**src/hdl/marker_delimited_deframer_unit_macros.svh**
```systemverilog
// Assertion macros shared by the marker delimited deframer.
`ifndef MARKER_DELIMITED_DEFRAMER_UNIT_MACROS_SVH
`define MARKER_DELIMITED_DEFRAMER_UNIT_MACROS_SVH

// Checked only outside reset.
`define MDD_ASSERT(lbl, prop, msg) \
  lbl: assert property (@(posedge clk) disable iff (rst) (prop)) else $error(msg);

// Checked at every edge, reset included.
`define MDD_ASSERT_ALWAYS(lbl, prop, msg) \
  lbl: assert property (@(posedge clk) (prop)) else $error(msg);

`endif

```
**src/hdl/mdd_pkg.sv**
```systemverilog
// Package with marker tables and result codes for the marker delimited deframer.
`timescale 1ns / 1ps

package mdd_pkg;

  localparam int MARKER_MAX = 32;

  typedef logic [1:0] kind_t;

  localparam kind_t KIND_PAYLOAD = 2'd0;
  localparam kind_t KIND_END     = 2'd1;
  localparam kind_t KIND_DROP    = 2'd2;

  localparam logic [15:0] FRAME_LIMIT_RESET = 16'd4096;

  localparam logic [7:0] HEAD_MARKER [MARKER_MAX] = '{
    8'h49, 8'h50, 8'h43, 8'h45, 8'h56, 8'h45, 8'h4E, 8'h54,
    8'h5F, 8'h44, 8'h41, 8'h54, 8'h41, 8'h48, 8'h45, 8'h41,
    8'h44, 8'h00, 8'h00, 8'h00, 8'h00, 8'h00, 8'h00, 8'h00,
    8'h00, 8'h00, 8'h00, 8'h00, 8'h00, 8'h00, 8'h00, 8'h00
  };

  localparam logic [7:0] TAIL_MARKER [MARKER_MAX] = '{
    8'h49, 8'h50, 8'h43, 8'h45, 8'h56, 8'h45, 8'h4E, 8'h54,
    8'h5F, 8'h44, 8'h41, 8'h54, 8'h41, 8'h54, 8'h41, 8'h49,
    8'h4C, 8'h00, 8'h00, 8'h00, 8'h00, 8'h00, 8'h00, 8'h00,
    8'h00, 8'h00, 8'h00, 8'h00, 8'h00, 8'h00, 8'h00, 8'h00
  };

endpackage

```
**src/hdl/marker_delimited_deframer_unit.sv**
```systemverilog
// Top level of the marker delimited deframer: head/tail marker search and payload release.
`timescale 1ns / 1ps

// Unless stalled, the block takes one byte per cycle and returns at most one result each.
// While hunting it drops bytes until the last MARKER_LEN bytes equal the head marker.
// Inside a frame every byte passes through a MARKER_LEN-byte holdback window, so a byte
// is released as payload only once the window is full and does not hold the tail marker.
// A tail match reports the frame end with the payload length; a frame that reaches
// max_frame_bytes is reported as dropped. The sustained rate is one byte per cycle
// while the sink does not stall. A byte sits in the input register, the parallel
// marker compares run between that register and the result register, and its result
// is presented on the output from the result register.
// A result that waits for the sink keeps the byte behind it in the input register, and
// further bytes are stalled until the sink takes the waiting result.
// The limit register may be written only while the block is idle.
module marker_delimited_deframer_unit
  import mdd_pkg::*;
#(
  parameter int MARKER_LEN = 17
) (
  input  logic        clk,
  input  logic        rst,
  input  logic        data_valid,
  output logic        data_stall,
  input  logic [7:0]  rx_byte,
  input  logic        cfg_valid,
  output logic        cfg_ready,
  input  logic [15:0] max_frame_bytes,
  output logic        result_valid,
  input  logic        result_stall,
  output kind_t       kind,
  output logic [7:0]  payload_byte,
  output logic [15:0] payload_length
);

  localparam int WinW = MARKER_LEN * 8;
  localparam int CntW = $clog2(MARKER_LEN + 1);
  localparam logic [CntW-1:0] FullCnt = CntW'(MARKER_LEN);
  localparam logic [17:0] LimitBias = 18'(MARKER_LEN + 1);

  logic [15:0]     frame_limit;
  logic            in_frame;
  logic [WinW-1:0] history;
  logic [CntW-1:0] history_fill;
  logic [CntW-1:0] held_count;
  logic [15:0]     payload_received;

  logic            stage_valid;
  logic [7:0]      stage_byte;

  logic            result_ready;
  logic            stage_fire;
  logic            data_accept;

  logic [WinW+7:0] window_ext;
  logic [WinW-1:0] window_next;
  logic            head_match;
  logic            tail_match;
  logic            limit_hit;
  logic [CntW-1:0] fill_inc;
  logic [CntW-1:0] held_inc;

  logic            in_frame_next;
  logic [WinW-1:0] history_next;
  logic [CntW-1:0] history_fill_next;
  logic [CntW-1:0] held_count_next;
  logic [15:0]     payload_received_next;
  logic            emit;
  kind_t           kind_next;
  logic [7:0]      payload_byte_next;
  logic [15:0]     payload_length_next;

  assign cfg_ready    = 1'b1;
  assign result_ready = !result_valid || !result_stall;
  assign stage_fire   = stage_valid && result_ready;
  assign data_stall   = stage_valid && !result_ready;
  assign data_accept  = data_valid && !data_stall;

  assign window_ext  = {stage_byte, history};
  assign window_next = window_ext[WinW+7:8];

  always_comb begin
    head_match = 1'b1;
    tail_match = 1'b1;
    for (int i = 0; i < MARKER_LEN; i++) begin
      if (window_next[i*8 +: 8] != HEAD_MARKER[i]) begin
        head_match = 1'b0;
      end
      if (window_next[i*8 +: 8] != TAIL_MARKER[i]) begin
        tail_match = 1'b0;
      end
    end
  end

  assign fill_inc  = (history_fill == FullCnt) ? FullCnt : history_fill + 1'b1;
  assign held_inc  = (held_count == FullCnt) ? FullCnt : held_count + 1'b1;
  assign limit_hit = ({2'b00, payload_received} + LimitBias) >= {2'b00, frame_limit};

  always_comb begin
    in_frame_next         = in_frame;
    history_next          = window_next;
    history_fill_next     = history_fill;
    held_count_next       = held_count;
    payload_received_next = payload_received;
    emit                  = 1'b0;
    kind_next             = KIND_PAYLOAD;
    payload_byte_next     = 8'd0;
    payload_length_next   = 16'd0;
    if (!in_frame) begin
      if (fill_inc == FullCnt && head_match) begin
        in_frame_next         = 1'b1;
        history_next          = '0;
        history_fill_next     = '0;
        held_count_next       = '0;
        payload_received_next = 16'd0;
      end else begin
        history_fill_next = fill_inc;
      end
    end else if (held_inc != FullCnt) begin
      held_count_next = held_inc;
    end else if (tail_match || limit_hit) begin
      emit                  = 1'b1;
      kind_next             = tail_match ? KIND_END : KIND_DROP;
      payload_length_next   = tail_match ? payload_received : 16'd0;
      in_frame_next         = 1'b0;
      history_next          = '0;
      history_fill_next     = '0;
      held_count_next       = '0;
      payload_received_next = 16'd0;
    end else begin
      emit                  = 1'b1;
      kind_next             = KIND_PAYLOAD;
      payload_byte_next     = window_next[7:0];
      held_count_next       = held_inc;
      payload_received_next = payload_received + 16'd1;
    end
  end

  always_ff @(posedge clk) begin
    if (rst) begin
      frame_limit <= FRAME_LIMIT_RESET;
    end else if (cfg_valid && cfg_ready) begin
      frame_limit <= max_frame_bytes;
    end
  end

  always_ff @(posedge clk) begin
    if (rst) begin
      stage_valid <= 1'b0;
    end else if (data_accept) begin
      stage_valid <= 1'b1;
    end else if (stage_fire) begin
      stage_valid <= 1'b0;
    end
  end

  always_ff @(posedge clk) begin
    if (data_accept) begin
      stage_byte <= rx_byte;
    end
  end

  always_ff @(posedge clk) begin
    if (rst) begin
      in_frame         <= 1'b0;
      history          <= '0;
      history_fill     <= '0;
      held_count       <= '0;
      payload_received <= 16'd0;
    end else if (stage_fire) begin
      in_frame         <= in_frame_next;
      history          <= history_next;
      history_fill     <= history_fill_next;
      held_count       <= held_count_next;
      payload_received <= payload_received_next;
    end
  end

  always_ff @(posedge clk) begin
    if (rst) begin
      result_valid <= 1'b0;
    end else if (result_ready) begin
      result_valid <= stage_fire && emit;
    end
  end

  always_ff @(posedge clk) begin
    if (result_ready && stage_fire && emit) begin
      kind           <= kind_next;
      payload_byte   <= payload_byte_next;
      payload_length <= payload_length_next;
    end
  end

`include "marker_delimited_deframer_unit_macros.svh"

  `MDD_ASSERT_ALWAYS(a_reset_clears, rst |=> !result_valid && !in_frame && !stage_valid, "reset did not clear the control state")
  `MDD_ASSERT(a_counts_bounded, history_fill <= FullCnt && held_count <= FullCnt, "window count beyond marker length")
  `MDD_ASSERT(a_hunt_no_hold, !in_frame |-> held_count == '0 && payload_received == 16'd0, "frame counters active while hunting")
  `MDD_ASSERT(a_result_needs_frame, stage_fire && emit |-> in_frame && held_inc == FullCnt, "result produced outside a full frame window")

endmodule
```
**config.mk**
```make
export PLATFORM = sky130hd
export DESIGN_NAME = marker_delimited_deframer_unit
export DESIGN_NICKNAME = d
export VERILOG_FILES = /design/src/hdl/mdd_pkg.sv /design/src/hdl/marker_delimited_deframer_unit.sv
export VERILOG_INCLUDE_DIRS = /design/src /design/src/hdl
export SDC_FILE = /design/constraint.sdc
export NUM_CORES = 1
export LEC_CHECK = 0
export BUFFER_PORTS_ARGS = -buffer_cell sky130_fd_sc_hd__buf_2
export CORE_MARGIN = 2
export CORE_UTILIZATION = 41
export CTS_CLUSTER_DIAMETER = 30
export DETAILED_ROUTE_END_ITERATION = 16
export SETUP_SLACK_MARGIN = 0.5
export SLEW_MARGIN = 40
export SYNTH_ARGS = -nofsm -noshare
export SYNTH_HDL_FRONTEND = slang
export SYNTH_SLANG_ARGS = --single-unit
```
**constraint.sdc**
```tcl
create_clock -name clk -period 5.9 [get_ports clk]
set_input_delay 1.18 -clock clk [delete_from_list [all_inputs] [get_ports clk]]
set_output_delay 1.18 -clock clk [all_outputs]
set_load 0.02 [all_outputs]
```
# After elaboration in Yosys (flattened, before gate mapping)
# Cells that the tools add are included.
[totals]
register_bits = 215
latch_bits = 0
ramBits = 0
rom_bits = 0
output_inout_bits = 29
wordCells = 116
memories = 0
[classes]
add_sub_neg = 4
multipliers = 0
n_div = 0
magnitude_cmp = 1
eq_ne = 27
n_shift = 0
n_mux = 48
bitwise = 3
reduce_logical = 21
[ops]
columns = ["operator", "n"]
rows = [
  ["$mux 136", 4],
  ["$ne 8x7->1 const B", 21],
  ["$mux 16", 4],
  ["$mux 5", 10],
  ["$mux 1", 29],
  ["$add 16x5->17 const B", 1],
  ["$ge 17x16->1", 1],
  ["$add 16x1->16 const B", 1],
  ["$eq 5x5->1 const B", 3],
  ["$add 5x1->5 const B", 2],
  ["$logic_and 1x1->1", 7],
  ["$reduce_and 3->1", 2],
  ["$reduce_or 3->1", 2],
  ["$ne 5x5->1 const B", 1],
  ["$logic_not 1->1", 4],
  ["$reduce_bool 2->1", 2],
  ["$reduce_or 4->1", 1],
  ["$not 1->1", 3],
  ["$logic_or 1x1->1", 2],
  ["$mux 2", 1],
  ["$ne 2x1->1 const B", 1],
  ["$ne 2x2->1 const B", 1],
  ["$reduce_and 2->1", 1],
]

# Logic depth before layout (Yosys ltp)
[logic_depth]
ltp_word = 22
ltp_mapped = 15
ltp_nobuf = 13

# Worst setup path after synthesis
# OpenSTA, ideal clock, no wires.
[synth_path]
path_type = "register to register"
startpoint = "reg payload_received[2]"
endpoint = "reg history[102]"
setup_ns = 0.117
t_arrival_ns = 3.013
t_required_ns = 5.783
setup_slack_ns = 2.770
path_stages_with_launch = 16
path_buffers = 2
cell_sequence = "dfxtp_1 > ha_1 > a21oi_1 > or3_1 > nand2b_1 > xnor2_1 > ha_1 > nand4_1 > nor4_1 > a211oi_1 > and3_1 > a31o_2 > o21a_1 > buf_6 > buf_6 > a22o_1"
[synth_via]
elab_chain_len = 6
[synth_lines]
columns = ["element", "line", "source"]
rows = [
  ["start: declaration", "marker_delimited_deframer_unit.sv:46", "logic [15:0] payload_received;"],
  ["start signal: assignment", "marker_delimited_deframer_unit.sv:175", "payload_received <= payload_received_next;"],
  ["$add 16x5->17", "marker_delimited_deframer_unit.sv:97", "assign limit_hit = ({2'b00, payload_received} + LimitBias) >= {2'b00, frame_limit};"],
  ["$ge 17x16->1", "marker_delimited_deframer_unit.sv:97", ""],
  ["$logic_or 1x1->1", "marker_delimited_deframer_unit.sv:121", "end else if (tail_match || limit_hit) begin"],
  ["$mux 136", "marker_delimited_deframer_unit.sv:121", ""],
  ["$mux 136", "marker_delimited_deframer_unit.sv:119", "end else if (held_inc != FullCnt) begin"],
  ["$mux 136", "marker_delimited_deframer_unit.sv:109", "if (!in_frame) begin"],
  ["end signal: assignment", "marker_delimited_deframer_unit.sv:172", "history <= history_next;"],
  ["end: declaration", "marker_delimited_deframer_unit.sv:43", "logic [WinW-1:0] history;"],
]
# No other way between the ends.
# A chain may end at the register's enable or synchronous reset.

# Worst setup path after layout
[layout_path]
startpoint = "reg payload_received[2]"
endpoint = "reg history[40]"
# Same word-level chain as after synthesis.

==> summary.txt <==
Critical path
  – Critical Path Slowest Stage Cell: a31o_2
  – Number of buffers and inverters on the critical path: 1
  – R2R Setup Slk: 1.34 ns
  – Endpoint type of the worst setup path: flop
  – Reg2reg start: payload_received[2]$_SDFFE_PP0P_
  – Critical path required time: 6.34 ns
  – WP data arrival: 5.00 ns
  – Critical path launch point type: flop
  – Setup CP Type: flop to flop
  – Max incr delay on CP: between 0.6 and 0.7 ns
  – R2R Path End: history[40]$_SDFFE_PP0P_
  – Worst-path cell chain: ha_1 > a21oi_1 > or3_1 > nor2_1 > xor2_1 > ha_1 > nand4_1 > nor4_1 > a211oi_1 > and3_1 > a31o_2 > o21a_1 > buf_4 > a22o_1
  – CP top delay family: compound AO/OA/AOI/OAI gates
  – Max FO, Critical Path: 46
  – Reg2reg path depth: 14
  – CP most frequent cell: ha_1

STA
  – Min Tclk post-route: 4.56 ns
  – Setup WS post-layout: between 1 and 1.5 ns
  – Final Hold Viols: 0
  – Setup TNS: 0 ns
  – Relative slew slack: 46.4%
  – Hold_ws: 0.478 ns
  – Fmax: 0.219 GHz
  – Final Max Tran Viols: 0
  – Worst-margin pin slew: 0.802 ns
  – RSZ-0062 raised after global routing: false
  – Final Skew: 0.0221 ns
  – Final Cycle Share: a little under 80%
  – Setup violators final: 0

Placed design
  – Detailed Place HPWL: 14.1 mm
  – Placed Area: 9280 µm²
  – Placed cell count: 1079
  – RePlAce Congestion: approximately 0.82
  – IO Port Bufs: 56
  – Pre-CTS setup slack: between 1 and 1.5 ns

Synthesis
  – Distinct cells, synth: 65
  – Top cells by area, synth: dfxtp_1 (39%), a22o_1 (13%), edfxtp_1 (12%), ha_1 (3.1%), xnor2_1 (2.4%)
  – Synth Cell Area: 8860 µm²
  – Async set-or-reset flop fraction in the synthesized netlist: 0%
  – Synth Flop Type: dfxtp_1
  – Synth Area per Inst: 11.2 µm²
  – Synth cell count leaders: dfxtp_1 (173), a22o_1 (128), nor2_1 (35)
  – #FFs+latches synth: a little over 200
  – Top-count cell post-synth: dfxtp_1
  – Post-synth top area share: 39.1%
  – Post-synth EDFFs: 34
  – Area leader, netlist: dfxtp_1
  – Yosys Warn Count: 0
  – Post-Syn Nets: 843
  – Post-synthesis cell count: just under 800
  – Sequential area share after synthesis: between 50 and 60%

Cells and area
  – Nets@finish: ~900
  – Multi-input logic area: 4040 µm²
  – Final core utilization: 50.7%
  – Area Overhead vs Synth: 20.7%
  – Finished Layout Cells: 1156
  – FILL cells: 1902
  – Diodes inserted: 0
  – Share of layout cells above drive strength 1: 20.7%
  – Reg area: approximately 4500 µm²
  – Post-route cell area: roughly 11000 µm²

Power and ir drop
  – Sw Share: 22.1%
  – Peak supply drop: 0.223 mV
  – Seq pwr share: about 38%
  – Clock power frac: 59.0%
  – P_sw: 0.860 mW
  – Comb pwr share: approximately 3.0%
  – Pleak: approximately 4.2 nW
  – Power per cell area: 364 nW/µm²
  – Final Power: 3.90 mW
  – Pint: 3.04 mW

Clocking
  – Clock Sinks: 207
  – H-Tree Depth: 2
  – CTS Buf Count: 42
  – Later-pin clock latency in the skew report: 0.52 ns
  – Clock Pin Slew Worst Setup and Hold Paths: approximately 0.050 ns
  – CTS Hold Bufs: 0
  – CTS root buf: clkbuf_16
  – Setup Buffers After CTS: 0
  – Post-CTS sizing: 0
  – Clock buffer depth: 3
  – CTS tree: done

Routing
  – Detailed Route WL: 20.9 mm
  – Post-DR wirelength/cell: 18.1 µm
  – Via density: 5.67
  – Initial DRT Pass Iterations: 5
  – Initial DRC Count: ~370
  – DR vias: 6556
  – Detailed-route DRC error count: 0
  – ANT nets after route: 0

GRT
  – First-pass GRT wire length: ~33 mm
  – Vias in the first global route: 6128
  – GRT overflow: 0
  – Largest net degree at the start of global routing: 50
  – Gr usage total: between 10% and 20%
  – Initial antenna violation count: 0

Floorplanning
  – Die height: 151 µm
  – Std-Cell Rows: 53
  – Chip width: 151 µm
  – Initial core utilization: 42.0%
  – CORE AREA: between 20000 and 25000 µm²
  – IO Count: 58
  – Die ar.: ~23000 µm²

Hold path
  – Hold EP: history[51]$_SDFFE_PP0P_
  – Hold Path Depth: 1
  – Worst min-delay path category: flop to flop
  – Hold Startpoint: history[59]$_SDFFE_PP0P_

Status
  – Status: complete, no violations

Run
  – Max_cap viols: 0
-- cell families (layout without fill, tap and decap cells) --
family | after synthesis | count (layout) | share of synthesized area (%)
other | 1 | 1 | 0.0423
AND/OR/NAND/NOR | 263 | 263 | 20.4
AO/OA/AOI/OAI | 180 | 180 | 17.2
buffers and inverters | 74 | 163 | 3.91
XOR/XNOR | 30 | 30 | 2.97
flip-flops | 207 | 207 | 50.6
adder cells (fa/ha/maj) | 22 | 22 | 3.11
multiplexers | 15 | 15 | 1.69
-- cell usage in the layout (no fill, tap or decap), types with 22 or more instances in the layout --
cell type | netlist | layout
xnor2_1 | 24 | 24
buf_2 | 10 | 56
dfxtp_1 | 173 | 173
a22o_1 | 128 | 128
ha_1 | 22 | 22
clkbuf_16 | 0 | 43
edfxtp_1 | 34 | 34
nor2_1 | 35 | 33
inv_1 | 25 | 24
and2_1 | 23 | 23
-- worst max-delay path by stage --
stage	slack, ns	cells after the start	from	endpoint
floorplan	2.77	15	payload_received[2]$_SDFFE_PP0P_	history[102]$_SDFFE_PP0P_
detailed placement	1.39	14	payload_received[2]$_SDFFE_PP0P_	history[120]$_SDFFE_PP0P_
global placement	1.48	14	payload_received[2]$_SDFFE_PP0P_	history[17]$_SDFFE_PP0P_
CTS	1.33	14	payload_received[2]$_SDFFE_PP0P_	history[40]$_SDFFE_PP0P_
global route	1.01	14	payload_received[2]$_SDFFE_PP0P_	history[40]$_SDFFE_PP0P_
finish	1.34	14	payload_received[2]$_SDFFE_PP0P_	history[40]$_SDFFE_PP0P_
-- area by class of cell --
| class | instances | area share, % |
|---|---|---|
| Tap cell | 275 | 3.22 |
| Clock buffer | 51 | 10.9 |
| Multi-Input combinational cell | 511 | 37.8 |
| Sequential cell | 207 | 41.9 |
| Inverter | 25 | 0.877 |
| Clock inverter | 26 | 2.32 |
| Timing Repair Buffer | 61 | 2.97 |
-- state kept, by name (all words and copies together) (netlist names) --
name and flops:
history 128, frame_limit 16, payload_length 16, payload_received 16, payload_byte 8, stage_byte 8, held_count 5, history_fill 5
kind 2, in_frame 1, result_valid 1, stage_valid 1
-- worst register-to-register path: stages, from the launching register on --
cell,delay (ns)
dfxtp_1,0.41
ha_1,0.27
a21oi_1,0.15
or3_1,0.45
nor2_1,0.14
xor2_1,0.25
ha_1,0.30
nand4_1,0.10
nor4_1,0.05
a211oi_1,0.57
and3_1,0.24
a31o_2,0.64
o21a_1,0.22
buf_4,0.45
a22o_1,0.25
-- routing by layer --
metal | wire (µm) | track usage, % | vias to the layer above | part of all wire, %
li1 | - | - | 3172 | -
met1 | 10300 | 27.2 | 3176 | 50
met2 | 8960 | 26.7 | 173 | 43
met3 | 1210 | 3.98 | 35 | 5.8
met4 | 365 | 5.65 | 0 | 1.7
met5 | 0 | 0 | - | 0
-- power groups by stage --
stage / Sequential [mW] / Clock [mW] / Combinational (mW)
floorplan: 1.50 / 0 / 0.0916
global placement: 1.51 / 0 / 0.116
detailed placement: 1.51 / 0 / 0.117
CTS: 1.48 / 2.34 / 0.117
global route: 1.48 / 2.41 / 0.129
finish: 1.48 / 2.30 / 0.117
Note: power is estimated with default switching activity, not from simulation.
